$ cat src/design/erl_pkg.sv
// Shared types, constants and helpers for the edge rigidity loss core.
// No dependencies; used by erl_residual and edge_rigidity_loss_core.
`default_nettype none

package erl_pkg;

  // Fixed field widths
  localparam int MODE_W   = 2;
  localparam int SLOT_W   = 12;
  localparam int VERT_W   = 11;
  localparam int GRAD_W   = 40;
  localparam int LOSS_W   = 47;

  // Defaults for the top-level parameters
  localparam int EDGE_SLOTS_DEF   = 4096;
  localparam int VERTEX_SLOTS_DEF = 2048;
  localparam int COORD_BITS_DEF   = 24;

  localparam logic signed [GRAD_W-1:0] GRAD_MAX = 40'sh7F_FFFF_FFFF;
  localparam logic signed [GRAD_W-1:0] GRAD_MIN = 40'sh80_0000_0000;
  localparam logic [LOSS_W-1:0]        LOSS_MAX = '1;

  typedef enum logic [MODE_W-1:0] {
    MODE_RECORD = 2'd0,
    MODE_EVAL   = 2'd1,
    MODE_READ   = 2'd2,
    MODE_NONE   = 2'd3
  } mode_t;

  typedef enum logic [2:0] {
    ST_CLEAR,
    ST_IDLE,
    ST_FETCH,
    ST_SQ,
    ST_RDE,
    ST_UPE,
    ST_OUT
  } state_t;

  // Per-axis datapath strobes
  typedef struct packed {
    logic res_en;
    logic sq_en;
  } axis_ctl_t;

  typedef struct packed {
    logic signed [GRAD_W-1:0] x;
    logic signed [GRAD_W-1:0] y;
    logic signed [GRAD_W-1:0] z;
  } grad_vec_t;

  // Saturating accumulate of one axis; neg subtracts.
  function automatic logic signed [GRAD_W-1:0] grad_step(
    logic signed [GRAD_W-1:0] acc,
    logic signed [GRAD_W-1:0] delta,
    logic                     neg
  );
    logic signed [GRAD_W:0] sum;
    if (neg) begin
      sum = (GRAD_W+1)'(acc) - (GRAD_W+1)'(delta);
    end else begin
      sum = (GRAD_W+1)'(acc) + (GRAD_W+1)'(delta);
    end
    if (sum > (GRAD_W+1)'(GRAD_MAX)) begin
      return GRAD_MAX;
    end else if (sum < (GRAD_W+1)'(GRAD_MIN)) begin
      return GRAD_MIN;
    end
    return sum[GRAD_W-1:0];
  endfunction

  function automatic grad_vec_t grad_vec_step(
    grad_vec_t acc,
    grad_vec_t delta,
    logic      neg
  );
    grad_vec_t r;
    r.x = grad_step(acc.x, delta.x, neg);
    r.y = grad_step(acc.y, delta.y, neg);
    r.z = grad_step(acc.z, delta.z, neg);
    return r;
  endfunction

endpackage

`default_nettype wire

$ cat src/design/erl_residual.sv
// One axis of the loss datapath: saturated residual, then its square.
// Depends on erl_pkg (axis_ctl_t, LOSS_W, LOSS_MAX).
`default_nettype none

module erl_residual #(
  parameter int COORD_BITS = erl_pkg::COORD_BITS_DEF
) (
  input  logic                          clk,
  input  erl_pkg::axis_ctl_t            ctl,
  input  logic signed [COORD_BITS:0]    off,
  input  logic signed [COORD_BITS:0]    ref_off,
  output logic signed [COORD_BITS-1:0]  res,
  output logic [erl_pkg::LOSS_W-1:0]    loss
);

  localparam int DW = COORD_BITS + 2;
  localparam int PW = 2 * COORD_BITS;
  localparam logic signed [DW-1:0] RES_HI = {3'b000, {(COORD_BITS-1){1'b1}}};
  localparam logic signed [DW-1:0] RES_LO = {3'b111, {(COORD_BITS-1){1'b0}}};

  logic signed [DW-1:0]         diff;
  logic signed [COORD_BITS-1:0] res_sat;
  logic [COORD_BITS-1:0]        mag;
  logic [PW-1:0]                sq;
  logic [63:0]                  sq_wide;

  assign diff = DW'(off) - DW'(ref_off);

  always_comb begin
    if (diff > RES_HI) begin
      res_sat = RES_HI[COORD_BITS-1:0];
    end else if (diff < RES_LO) begin
      res_sat = RES_LO[COORD_BITS-1:0];
    end else begin
      res_sat = diff[COORD_BITS-1:0];
    end
  end

  // magnitude; the most negative value maps to 2^(C-1), still C bits
  assign mag     = res[COORD_BITS-1] ? (~res + 1'b1) : res;
  assign sq      = PW'(mag) * PW'(mag);
  assign sq_wide = 64'(sq);

  always_ff @(posedge clk) begin
    if (ctl.res_en) begin
      res <= res_sat;
    end
    if (ctl.sq_en) begin
      loss <= (sq_wide > 64'(erl_pkg::LOSS_MAX)) ? erl_pkg::LOSS_MAX
                                                 : sq_wide[erl_pkg::LOSS_W-1:0];
    end
  end

endmodule

`default_nettype wire

$ cat config.mk
export PLATFORM = sky130hd
export DESIGN_NAME = erl_residual
export DESIGN_NICKNAME = d
export VERILOG_FILES = /design/src/design/erl_pkg.sv /design/src/design/erl_residual.sv
export SDC_FILE = /design/constraint.sdc
export NUM_CORES = 1
export LEC_CHECK = 0
export BUFFER_PORTS_ARGS = -buffer_cell sky130_fd_sc_hd__buf_2
export CORE_UTILIZATION = 25
export CTS_CLUSTER_SIZE = 16
export DETAILED_ROUTE_END_ITERATION = 8
export GPL_TIMING_DRIVEN = 0
export SYNTH_ARGS = -nofsm -noshare
export SYNTH_HDL_FRONTEND = slang
export SYNTH_SLANG_ARGS = --single-unit
$ cat constraint.sdc
create_clock -name clk -period 11.2 [get_ports clk]
set_input_delay 2.24 -clock clk [delete_from_list [all_inputs] [get_ports clk]]
set_output_delay 2.24 -clock clk [all_outputs]
set_load 0.02 [all_outputs]
==> flow_summary_export.csv <==
group,metric,value,unit
floorplanning,die_x,286,microns
grt,grt_pass1_vias,16200,
job,maxCapViolations,1,
sta,period_minus_slack,10.82,ns
clock_network,cts_buffers,9,
floorplanning,die_area,0.0819,sq mm
detailed_routing,routed_wl,56600,microns
final_layout,diodes,0,
grt,grt_start_max_net_pins,48,
critical_path,crit_slowest_cell,"o41ai_1",
detailed_routing,drtPass1Iterations,5,
final_layout,regArea,0.00213,sq mm
final_layout,area_growth_syn_to_layout,12.1,%
sta,hold_viol,0,
logic_synthesis,synth_seq_cells,71,
outcome,violations,"capacitance limit",
worst_hold_path,hold_path.class,"flop to flop",
logic_synthesis,synth_area_per_cell,9.27,sq um
floorplanning,fp-row-count,103,
sta,slew_viol_final,0,
final_layout,final_core_util,28.5,%
floorplanning,initial_utilization,25.4,%
logic_synthesis,yosys_most_used_dff,"edfxtp_1",
clock_network,ctsHoldBuffers,0,
logic_synthesis,async_reset_ff_share,0,%
sta,max_freq,0.0924,GHz
placed_design,hpwl,48500,microns
sta,finalSetupTns,0,ns
detailed_routing,drcViolationCount,0,
logic_synthesis,synthCells,2176,
sta,fin_crit_sh,96.6,%
logic_synthesis,synth_area_leaders,"fa_1 42%, ha_1 12%, inv_1 11%",
placed_design,gp_congestion,0.909,
final_layout,fillers,8526,
detailed_routing,wl_per_cell,16.7,microns
detailed_routing,drt_iter0_drc,800,
sta,maxSlewHeadroom,0.195,%
grt,grt_pass1_wl,89100,microns
grt,grt_usage,14.2,%
detailed_routing,vias,15000,
clock_network,clock_path_buffers,2,
floorplanning,io_pins,124,
critical_path,critPathCaptureType,"flop",
final_layout,drive_gt1_share,7.92,%
clock_network,clk-insertion-delay-late,0.39,ns
grt,grt_overflow_total,0,
critical_path,cp_max_fo,10,
logic_synthesis,synth_top_area_share,42.3,%
sta,setup_viol,0,
detailed_routing,detail-route-antenna-nets,0,
sta,rsz0062_at_grt,"false",
placed_design,portBuffers,123,
clock_network,clock_sinks,71,
floorplanning,core_area,0.0794,sq mm
logic_synthesis,ys_warn_count,0,
final_layout,nets,3003,
critical_path,crit_top_cell,"fa_1",
floorplanning,dieHeight,286,microns
logic_synthesis,synthMostInstantiatedCell,"inv_1",
clock_network,h-tree-depth,3,
sta,worst_slew_pin_slew,1.49,ns
critical_path,cp-start-kind,"flop",
clock_network,cts_tree,"done",
critical_path,arrival,10.94,ns
clock_network,root_buffer,"clkbuf_16",
grt,antenna_found_initial,1,
final_layout,multi_input_area,0.0158,sq mm
logic_synthesis,seq_area_frac_synth,10.6,%
logic_synthesis,synth.distinct_cells,67,
logic_synthesis,syn_area,0.0202,sq mm
critical_path,worstPathRequired,11.32,ns
critical_path,crit_type,"flop to flop",
logic_synthesis,synthTopCellsByCount,"579 x inv_1, 426 x fa_1, 225 x nand2_1",
critical_path,cp_slowest_stage_delay,1.03,ns
outcome,outcome,"finished, violations left",
detailed_routing,avgViaCountPerCell,4.44,
sta,final.setup_skew,0.0197,ns
logic_synthesis,synth_top_area_cell,"fa_1",
logic_synthesis,synth_edf_count,71,
clock_network,path_clk_slew,0.08,ns
critical path, delay by kind of cell, from the launching register on:
family / cells / cell delay (ns)
buffers and inverters: 7 / 1.98
XOR/XNOR: 1 / 0.58
AO/OA/AOI/OAI: 8 / 2.74
AND/OR/NAND/NOR: 3 / 0.70
adder cells (fa/ha/maj): 9 / 3.95
flip-flops: 1 / 0.56
placed cells by master, fill, tap and decap left out, types with 9 or more instances in the layout:
cell type / synthesis / layout
a211oi_1: 13 / 11
a21o_1: 59 / 59
a21oi_1: 70 / 69
buf_2: 5 / 129
clkbuf_1: 55 / 51
clkbuf_16: 0 / 9
conb_1: 2 / 18
edfxtp_1: 71 / 71
fa_1: 426 / 426
ha_1: 194 / 194
inv_1: 579 / 579
nand2_1: 225 / 225
nand2b_1: 13 / 13
nand3_1: 14 / 14
nor2_1: 157 / 157
o21a_1: 15 / 15
o21ai_0: 46 / 45
o21bai_1: 10 / 10
xnor2_1: 61 / 56
xor2_1: 27 / 24
kinds of logic after synthesis:
kind of cell	count (synthesis)	synth area share, %
AOI/OAI and AO/OA	276	9.01
muxes	2	0.0992
other	2	0.0372
and+or+nand+nor	469	9.97
adders and majority gates	620	54.3
buffers and inverters	647	12.1
xor gates and xnor gates	89	3.96
DFF	71	10.6
metal layers:
| layer | wire, microns | part of all wire (%) | global-route usage, % | vias up |
|---|---|---|---|---|
| met5 | 17 | 0.030 | 0 | - |
| met4 | 1600 | 2.8 | 4.56 | 2 |
| met3 | 3520 | 6.2 | 3.08 | 100 |
| met2 | 28500 | 50 | 24.6 | 419 |
| met1 | 23000 | 41 | 17.4 | 7572 |
| li1 | - | - | - | 6929 |
area by class of cell:
| type | instances | share of cell area, % |
|---|---|---|
| multi-input cells | 1474 | 69.8 |
| flip-flops and latches | 71 | 9.42 |
| well taps | 1050 | 5.81 |
| clock inverters | 7 | 0.249 |
| repair buffers | 128 | 2.94 |
| plain buffers | 62 | 1.10 |
| clock buffers | 9 | 0.995 |
| inverters | 584 | 9.69 |
stage by stage:
step,cell area [sq um],instances,hold slack [ns],setup slack (ns)
2_1_floorplan,20200,2192,0.815,1.70
3_3_place_gp,22200,3365,1.43,-0.607
4_1_cts,22500,3383,1.39,0.0964
5_1_grt,22600,3385,1.37,0.0188
6_report,22600,3385,1.33,0.375
3_5_place_dp,22200,3365,1.39,-0.626
state kept, by name, summed over array words and instances (netlist names):
signal / count
loss: 47
res: 24
final timing paths:
check	start	to	slack [ns]	cells past startpoint
max	res[0]	loss[45]	0.38	28
min reg2reg	res[0]	loss[0]	1.33	3
min	res[0]	loss[0]	1.33	3
max reg2reg	res[0]	loss[45]	0.38	28
what timing repair did:
action / CTS / global route
buffers inserted: 2 / 3
setup endpoints to repair: 47 / 46
gates cloned: 0 / 0
pin swaps: 1 / 1
resized for setup: 11 / 16
Power is not shown: default switching activity piles up to over one toggle a cycle in this logic, so the estimate is an artifact.
